## src/sv/sawc_pkg.sv

```systemverilog
package sawc_pkg;

  // row geometry
  localparam int NUM_SLOTS = 16;
  localparam int SLOT_W    = $clog2(NUM_SLOTS);
  localparam int CNT_W     = SLOT_W + 1;
  localparam int SUM_W     = ((CNT_W > 5) ? CNT_W : 5) + 1;

  // port field widths
  localparam int MODE_W   = 2;
  localparam int AMOUNT_W = 5;
  localparam int ID_W     = 4;
  localparam int TOP_W    = 5;
  localparam int OCC_W    = 16;

  // command codes
  localparam logic [MODE_W-1:0] MODE_ALLOC   = 2'd0;
  localparam logic [MODE_W-1:0] MODE_FREE    = 2'd1;
  localparam logic [MODE_W-1:0] MODE_COMPACT = 2'd2;
  localparam logic [MODE_W-1:0] MODE_NONE    = 2'd3;

  typedef enum logic [2:0] {
    S_IDLE,
    S_DECODE,
    S_ALLOC,
    S_FREE,
    S_COMPACT,
    S_REPORT
  } state_t;

  // controller to datapath
  typedef struct packed {
    logic capture;
    logic alloc_init;
    logic set_fail;
    logic alloc_step;
    logic free_step;
    logic compact_step;
  } ctrl_cmd_t;

  // datapath to controller
  typedef struct packed {
    logic [MODE_W-1:0] mode;
    logic              amount_zero;
    logic              no_room;
    logic              scan_done;
  } dp_status_t;

endpackage

```

## src/sv/sawc_ctrl.sv

```systemverilog
module sawc_ctrl import sawc_pkg::*; (
  input  logic       clk,
  input  logic       rst_n,
  input  logic       start,
  input  dp_status_t dp_status,
  output ctrl_cmd_t  cmd,
  output logic       busy,
  output logic       report
);

  state_t state_r, state_nxt;

  // state register
  always_ff @(posedge clk) begin
    if (!rst_n) begin
      state_r <= S_IDLE;
    end else begin
      state_r <= state_nxt;
    end
  end

  // next state
  always_comb begin
    state_nxt = state_r;
    unique case (state_r)
      S_IDLE: begin
        if (start) state_nxt = S_DECODE;
      end
      S_DECODE: begin
        unique case (dp_status.mode)
          MODE_ALLOC: begin
            if (dp_status.amount_zero || dp_status.no_room) state_nxt = S_REPORT;
            else state_nxt = S_ALLOC;
          end
          MODE_FREE:    state_nxt = S_FREE;
          MODE_COMPACT: state_nxt = S_COMPACT;
          default:      state_nxt = S_REPORT;
        endcase
      end
      S_ALLOC, S_FREE, S_COMPACT: begin
        if (dp_status.scan_done) state_nxt = S_REPORT;
      end
      S_REPORT: state_nxt = S_IDLE;
      default:  state_nxt = S_IDLE;
    endcase
  end

  // command outputs
  always_comb begin
    cmd = '0;
    busy = (state_r != S_IDLE);
    report = (state_r == S_REPORT);
    unique case (state_r)
      S_IDLE: cmd.capture = start;
      S_DECODE: begin
        if (dp_status.mode == MODE_ALLOC && !dp_status.amount_zero) begin
          cmd.set_fail   = dp_status.no_room;
          cmd.alloc_init = !dp_status.no_room;
        end
      end
      S_ALLOC:   cmd.alloc_step = 1'b1;
      S_FREE:    cmd.free_step = 1'b1;
      S_COMPACT: cmd.compact_step = 1'b1;
      default: ;
    endcase
  end

endmodule

```

## src/sv/sawc_dp.sv

```systemverilog
module sawc_dp import sawc_pkg::*; (
  input  logic                clk,
  input  logic                rst_n,
  input  ctrl_cmd_t           cmd,
  input  logic [MODE_W-1:0]   in_mode,
  input  logic [AMOUNT_W-1:0] in_amount,
  input  logic [ID_W-1:0]     in_slot_id,
  output dp_status_t          dp_status,
  output logic                status,
  output logic [TOP_W-1:0]    top_index,
  output logic [OCC_W-1:0]    occupancy
);

  // control state
  logic [NUM_SLOTS-1:0] used_r, used_nxt;
  logic [CNT_W-1:0]     top_r, top_nxt;
  logic                 status_r;
  logic [SLOT_W-1:0]    idx_r, idx_nxt;
  logic [CNT_W-1:0]     dst_r, dst_nxt;

  // captured transaction and block bounds
  logic [MODE_W-1:0]    mode_r;
  logic [AMOUNT_W-1:0]  amount_r;
  logic [ID_W-1:0]      id_r;
  logic [SLOT_W-1:0]    start_r;
  logic [SLOT_W-1:0]    last_r;

  // per slot block bounds, only read for used slots
  logic [SLOT_W-1:0]    first_mem_r [NUM_SLOTS];
  logic [SLOT_W-1:0]    last_mem_r  [NUM_SLOTS];

  logic [CNT_W-1:0]     alloc_start;
  logic [SUM_W-1:0]     alloc_end;
  logic [SLOT_W-1:0]    cur_first;
  logic [SLOT_W-1:0]    cur_last;
  logic                 cur_used;
  logic                 covers;
  logic [SLOT_W-1:0]    shift;
  logic [SLOT_W-1:0]    moved_first;
  logic [SLOT_W-1:0]    moved_last;
  logic [SLOT_W-1:0]    dst_idx;
  logic                 at_end;

  // room check on the run above top
  assign alloc_start = top_r + CNT_W'(1);
  assign alloc_end   = SUM_W'(alloc_start) + SUM_W'(amount_r);

  assign dp_status.mode        = mode_r;
  assign dp_status.amount_zero = (amount_r == '0);
  assign dp_status.no_room     = (alloc_end > SUM_W'(NUM_SLOTS));
  assign at_end                = (idx_r == SLOT_W'(NUM_SLOTS - 1));
  assign dp_status.scan_done   = (mode_r == MODE_ALLOC) ? (idx_r == last_r) : at_end;

  // current slot view
  assign cur_used  = used_r[idx_r];
  assign cur_first = first_mem_r[idx_r];
  assign cur_last  = last_mem_r[idx_r];
  assign covers    = cur_used && ((ID_W + SLOT_W)'(cur_first) <= (ID_W + SLOT_W)'(id_r))
                     && ((ID_W + SLOT_W)'(cur_last) >= (ID_W + SLOT_W)'(id_r));

  // compaction move distance and shifted bounds
  assign dst_idx     = dst_r[SLOT_W-1:0];
  assign shift       = idx_r - dst_idx;
  assign moved_first = (cur_first >= shift) ? cur_first - shift : '0;
  assign moved_last  = (cur_last >= shift) ? cur_last - shift : '0;

  // next values of control state
  always_comb begin
    used_nxt = used_r;
    top_nxt  = top_r;
    idx_nxt  = idx_r;
    dst_nxt  = dst_r;
    if (cmd.capture) begin
      idx_nxt = '0;
      dst_nxt = '0;
    end
    if (cmd.alloc_init) begin
      idx_nxt = alloc_start[SLOT_W-1:0];
    end
    if (cmd.alloc_step) begin
      used_nxt[idx_r] = 1'b1;
      idx_nxt = idx_r + SLOT_W'(1);
      if (idx_r == last_r) top_nxt = CNT_W'(last_r);
    end
    if (cmd.free_step) begin
      if (covers) used_nxt[idx_r] = 1'b0;
      idx_nxt = idx_r + SLOT_W'(1);
    end
    if (cmd.compact_step) begin
      if (cur_used) begin
        used_nxt[idx_r]   = 1'b0;
        used_nxt[dst_idx] = 1'b1;
        dst_nxt = dst_r + CNT_W'(1);
      end
      idx_nxt = idx_r + SLOT_W'(1);
      if (at_end) top_nxt = dst_nxt - CNT_W'(1);
    end
  end

  // control registers
  always_ff @(posedge clk) begin
    if (!rst_n) begin
      used_r   <= '0;
      top_r    <= '1;
      status_r <= 1'b0;
      idx_r    <= '0;
      dst_r    <= '0;
    end else begin
      used_r <= used_nxt;
      top_r  <= top_nxt;
      idx_r  <= idx_nxt;
      dst_r  <= dst_nxt;
      if (cmd.capture) status_r <= 1'b0;
      else if (cmd.set_fail) status_r <= 1'b1;
    end
  end

  // transaction capture and run bounds
  always_ff @(posedge clk) begin
    if (cmd.capture) begin
      mode_r   <= in_mode;
      amount_r <= in_amount;
      id_r     <= in_slot_id;
    end
    if (cmd.alloc_init) begin
      start_r <= alloc_start[SLOT_W-1:0];
      last_r  <= alloc_end[SLOT_W-1:0] - SLOT_W'(1);
    end
  end

  // block bound store writes
  always_ff @(posedge clk) begin
    if (cmd.alloc_step) begin
      first_mem_r[idx_r] <= start_r;
      last_mem_r[idx_r]  <= last_r;
    end else if (cmd.compact_step && cur_used) begin
      first_mem_r[dst_idx] <= moved_first;
      last_mem_r[dst_idx]  <= moved_last;
    end
  end

  // result fields
  assign status    = status_r;
  assign top_index = TOP_W'(signed'(top_r));
  assign occupancy = OCC_W'(used_r);

endmodule

```

## src/sv/slot_allocator_with_compaction_top.sv

```systemverilog
// Slot allocator with compaction. A command is taken at a rising edge where
// start is high and busy is low; busy then stays high until the result has been
// shown. The result is on out_status, out_top_index and out_occupancy for
// exactly one cycle, marked by out_valid, and cannot be held off by the
// receiver, so it must be captured in that cycle. After a decode state the
// datapath walks one slot per cycle: over the n slots of an allocation of n
// slots, and over all NUM_SLOTS slots for free and compact; a zero amount, a
// refused allocation or the unused mode goes from decode straight to the
// result. busy drops in the cycle right after out_valid, so the next
// command can be taken at the end of that cycle.
module slot_allocator_with_compaction_top import sawc_pkg::*; (
  input  logic                clk,
  input  logic                rst_n,
  input  logic                start,
  output logic                busy,
  input  logic [MODE_W-1:0]   in_mode,
  input  logic [AMOUNT_W-1:0] in_amount,
  input  logic [ID_W-1:0]     in_slot_id,
  output logic                out_valid,
  output logic                out_status,
  output logic [TOP_W-1:0]    out_top_index,
  output logic [OCC_W-1:0]    out_occupancy
);

  ctrl_cmd_t  cmd;
  dp_status_t dp_status;

  // sequencer
  sawc_ctrl u_ctrl (
    .clk       (clk),
    .rst_n     (rst_n),
    .start     (start),
    .dp_status (dp_status),
    .cmd       (cmd),
    .busy      (busy),
    .report    (out_valid)
  );

  // slot row and block bounds
  sawc_dp u_dp (
    .clk        (clk),
    .rst_n      (rst_n),
    .cmd        (cmd),
    .in_mode    (in_mode),
    .in_amount  (in_amount),
    .in_slot_id (in_slot_id),
    .dp_status  (dp_status),
    .status     (out_status),
    .top_index  (out_top_index),
    .occupancy  (out_occupancy)
  );

endmodule
```

## config.mk

```make
export PLATFORM = sky130hd
export DESIGN_NAME = slot_allocator_with_compaction_top
export DESIGN_NICKNAME = d
export VERILOG_FILES = /design/src/sv/sawc_pkg.sv /design/src/sv/sawc_ctrl.sv /design/src/sv/sawc_dp.sv /design/src/sv/slot_allocator_with_compaction_top.sv
export SDC_FILE = /design/constraint.sdc
export NUM_CORES = 1
export LEC_CHECK = 0
export BUFFER_PORTS_ARGS = -buffer_cell sky130_fd_sc_hd__buf_2
export CORE_MARGIN = 5
export CORE_UTILIZATION = 54
export DETAILED_ROUTE_END_ITERATION = 16
export PLACE_DENSITY = 0.79
export SLEW_MARGIN = 20
export SYNTH_ARGS = -nofsm -noshare
export SYNTH_HDL_FRONTEND = slang
export SYNTH_SLANG_ARGS = --single-unit
```

## constraint.sdc

```tcl
create_clock -name clk -period 6.95 [get_ports clk]
set_input_delay 0.3475 -clock clk [delete_from_list [all_inputs] [get_ports clk]]
set_output_delay 0.3475 -clock clk [all_outputs]
set_load 0.005 [all_outputs]
```

== After elaboration in Yosys (flattened, before gate mapping) ==
Memory sizes are Yosys's and may differ from the RTL's. A register that Yosys moved wholly into a read port is not among the register bits.
Cells that the tools add are included.

* Register bits: 53
* Memory bits (writable): 128
* Input port bits: 14
* Output and inout port bits: 24
* Logic and storage cells: 120
* Memories kept: 2

{| class="wikitable"
|+ Memory list
! name !! words !! bits a word !! rd ports !! clocked after Yosys merged registers in !! write ports !! line !! source
|-
| u_dp.first_mem_r || 16 || 4 || 1 || 1 || 1 || sawc_dp.sv:29 || <nowiki>logic [SLOT_W-1:0] first_mem_r [NUM_SLOTS];</nowiki>
|-
| u_dp.last_mem_r || 16 || 4 || 1 || 1 || 1 || sawc_dp.sv:30 || <nowiki>logic [SLOT_W-1:0] last_mem_r [NUM_SLOTS];</nowiki>
|}

* Add/sub/neg operators: 9
* Order comparisons: 9
* Eq/ne operators: 11
* Mux-type cells: 53
* Bitwise operators: 6
* Reductions and logical operators: 19

{| class="wikitable"
|+ Operator list
! operator !! number
|-
| two-way mux 16 bit || 5
|-
| two-way mux 4 bit || 15
|-
| two-way mux 5 bit || 8
|-
| AND 16 bit || 2
|-
| bitwise OR 16 bit || 2
|-
| case mux 3 bit (3 select lines) || 2
|-
| inverter 16 bit || 1
|-
| two-way mux 1 bit || 15
|-
| greater-or-equal comparator 4 bit || 3
|-
| subtractor 4 bit || 3
|-
| adder 5 x 1 -> 5 bit, second input constant || 2
|-
| less-than comparator 4 x 5 -> 1 bit, second input constant || 2
|-
| two-way mux 3 bit || 3
|-
| demux 1 bit (select 4 bit) || 2
|-
| greater-or-equal comparator 4 x 1 -> 1 bit, second input constant || 2
|-
| OR reduction 4 bit || 2
|-
| adder 5 x 5 -> 6 bit || 1
|-
| equality test 3 x 2 -> 1 bit, second input constant || 2
|-
| equality test 3 bit, second input constant || 2
|-
| > comparator 6 x 5 -> 1 bit, second input constant || 1
|-
| logical AND 1 bit || 6
|-
| logical NOT 5 bit || 1
|-
| nonzero test 5 bit || 1
|-
| subtractor 5 x 1 -> 5 bit, second input constant || 1
|-
| 20 further kinds || 23
|}

== Logic depth before layout (Yosys ltp) ==
* Depth in word-level cells: 13
* Mapped depth: 13
* Mapped depth without buffers: 12

== By module ==
Synthesis repeated with hierarchy kept, for this count alone.

* Cell total of the unflattened synthesis: 650
* Area, all modules: 8897.3 µm²

{| class="wikitable"
|+ Modules (own cells, without submodules)
! module !! instances !! cells each !! area each (µm²) !! sequential area each (µm²)
|-
| sawc_dp || 1 || 615 || 8640.8 || 5114.9
|-
| sawc_ctrl || 1 || 35 || 256.5 || 60.1
|}

== Worst setup path after synthesis ==
No wires, ideal clock.

* Path kind: reg-to-reg
* Start point: register (tool-made name)
* End point: memory u_dp.last_mem_r[0][3] in the netlist's numbering, data pin
* Setup time: 0.341 ns
* Arrival: 3.352 ns
* Required time: 6.609 ns
* Path slack: 3.257 ns
* Stages on the path, launching flop included: 10
* Path buffers: 2
* Period minus slack after synthesis: 3.693 ns
* Cells stage by stage: dfxtp_1 -> clkbuf_1 -> buf_2 -> mux4_2 -> mux4_2 -> ha_1 -> a21o_1 -> a21oi_1 -> xor2_1 -> o31ai_1

{| class="wikitable"
|+ RTL lines
! element !! line
|-
| end: declaration || sawc_dp.sv:30
|}

==> metrics <==
DP Area=9420 um2; port bufs=37; worst-case clock buffer depth=2; final worst-path cycle share=61.2%; Levels on crit path=11; final worst setup slack=2.70 ns; clock tree sinks=185; Buf/Inv on CP=1; die footprint=19,400 um2; setup violators final=0; core area=16,500 um2; P_leak=3.58 nW; Root Buffer Master=clkbuf_16; initial core utilization=54.7%; dpl ws=2.79 ns; first-pass GRT wire length=33,500 um; syn_nets=709; post-route setup TNS=0 ns; average wire per standard cell=23.1 um; crit-path cells=buf_4, mux4_2, mux4_2, ha_1, nor2b_1, o311ai_1, nand4_1, o21ai_0, and3_1, nand2_1, a32o_1; GPL Wtd Cong=0.930; sequential area share after synthesis=57.2%; Sequential Area=5180 um2; Slew @ Worst Pin=1.09 ns; multi-input logic area=3630 um2; pwr dens=266 nW/um2; most used flip-flop cell after synthesis=edfxtp_1; post-route ant nets=0; Avg Vias per Cell=6.37; Remaining DRCs=0; WP data required=7.27 ns; FF-to-FF path depth=11; Period minus WS final=4.25 ns; hold buffers post-CTS=0; vias in the first global route=5,893; Resize count post-CTS=0; antenna violations before repair=0; mapped cell area=9040 um2; CP most frequent cell=mux4_2; Chip Height=139 um; CP max FO=32; 1st-iter DRT viols=705; CP top delay family=compound AO/OA/AOI/OAI gates; status=finished, final reports clean; Relative slew margins=27.1%; diode count=0; Finished Core Util=60.4%; Synth area leaders=edfxtp_1, mux4_2, dfxtp_1; Yosys top cell area share=48.8%; vias=5,874; final instance area=9990 um2; total power=2.65 mW; hold path depth=1; max frequency=235 MHz; Arrival @ worst endpoint=4.57 ns; syn_area_per_cell=13.8 um2; post-synth top area cell=edfxtp_1; post-route insts no fill=922; critical path startpoint category=flip-flop; Post-synth ARST share=0%; CP Class=flip-flop to flip-flop; clk_lat worst skew=0.43 ns; # nets final=742; num rows=47; drt total wl=21,300 um; Commonest cells post-synth=edfxtp_1, nand2_1, nor2_1; number of synthesized register bits=185; Post-Place Cells=890; count leader, synth=edfxtp_1; max_cap viols=0; share of cells above drive strength 1=21.4%; Pins Over Slew Limit=0; unrepaired setup endpoints after global routing=false; Yosys warnings=0; Worst VDD drop=277 uV; worst-case clock skew=0.00950 ns; Slowest cell on crit path=mux4_2; Die Wd=139 um; DP Wirelength=14,300 um; Hold Vio Cnt, Final=0; Min Hold Slack=0.0871 ns; CTS tree=built; Gate Count Post-Synth=656; P&R area growth vs syn=10.4%; Post-CTS Setup Bufs=0; Max stage delay on crit path=0.60 ns; Setup crit end kind=flip-flop; CTS Buf Count=17; Post-synth EDFFs=147; post-synthesis cell type count=70; GRT Resource Usage Total=22.5%; DRT Pass-1 Iters=6; GRT overflow=0; largest net degree at the start of global routing=34; fillers=1,219; Hold WC Path Type=input port to flip-flop; clock-pin slew on the worst setup and hold paths=0.07 ns; Clock H-tree levels=4; num ports=38
## worst paths after layout
| kind | from | end | slack [ns] |
|---|---|---|---|
| max | flip-flop | u_dp.occupancy[0]$_SDFF_PN0_ | 2.70 |
| min | in_mode[1] | u_dp.mode_r[1]$_DFFE_PP_ | 0.09 |
| max reg2reg | flip-flop | u_dp.occupancy[0]$_SDFF_PN0_ | 2.70 |
| min reg2reg | u_dp.status$_SDFFE_PP0P_ | u_dp.status$_SDFFE_PP0P_ | 0.52 |
## per-layer routing
metal | up-vias | track usage (%) | part of all wire (%)
li1 | 2582 | - | -
met1 | 2910 | 29.4 | 40
met2 | 321 | 35.8 | 48
met3 | 61 | 5.76 | 8.0
met4 | 0 | 10.1 | 3.3
met5 | - | 0 | 0
## worst register-to-register path, cell delays in order (launching register included)
cell      delay [ns]
dfxtp_2         0.31
buf_4           0.49
mux4_2          0.64
mux4_2          0.53
ha_1            0.32
nor2b_1         0.14
o311ai_1        0.31
nand4_1         0.17
o21ai_0         0.58
and3_1          0.31
nand2_1         0.08
a32o_1          0.25
## where the power goes
| part | internal [mW] | switching, mW |
|---|---|---|
| Combinational | 0.202 | 0.259 |
| Sequential | 1.23 | 0.0382 |
| Clock | 0.474 | 0.450 |
## flip-flops by register name, indices dropped and copies added, names as in the netlist, named ones only
| signal | cells |
|---|---|
| u_dp.first_mem_r | 64 |
| u_dp.amount_r | 5 |
| u_dp.idx_r | 4 |
| u_dp.id_r | 4 |
| u_dp.start_r | 4 |
| u_dp.status | 1 |
| u_dp.top_index | 5 |
| u_dp.last_r | 4 |
| u_dp.last_mem_r | 64 |
| u_dp.mode_r | 2 |
| u_dp.occupancy | 16 |
| u_dp.dst_r | 5 |
| u_ctrl.state_r | 3 |
## placed cells by master, fill, tap and decap left out, types with 8 or more instances in the layout
cell type    n
mux4_2      43
buf_4        8
nand2_1     47
inv_1       21
clkbuf_16   17
a21oi_1     33
ha_1        35
o21ai_1     12
mux2i_1      9
a32o_1       9
nand3_1     11
and3_1      10
xor2_1      17
xnor2_1      8
dfxtp_1     36
a21o_1      21
nor2_1      42
o21ai_0     11
edfxtp_1   147
buf_2       37
## logic make-up after synthesis
logic type               count (synthesis)  synth area share (%)
multiplexers                            58                  12.9
adder cells (fa/ha/maj)                 39                  5.73
AND/OR/NAND/NOR                        163                  8.97
buffers and inverters                   56                  2.74
XOR/XNOR                                25                  2.42
AO/OA/AOI/OAI                          130                  10.0
flip-flops                             185                  57.2
## area by class of cell
cell class / instances / share of cell area (%)
flip-flops and latches: 185 / 51.8
repair buffers: 45 / 2.46
inverters: 25 / 0.940
well taps: 220 / 2.76
clock buffers: 18 / 4.30
clock inverters: 14 / 1.34
multi-input cells: 415 / 36.4
No activity file was read; power rests on OpenSTA's default activity.
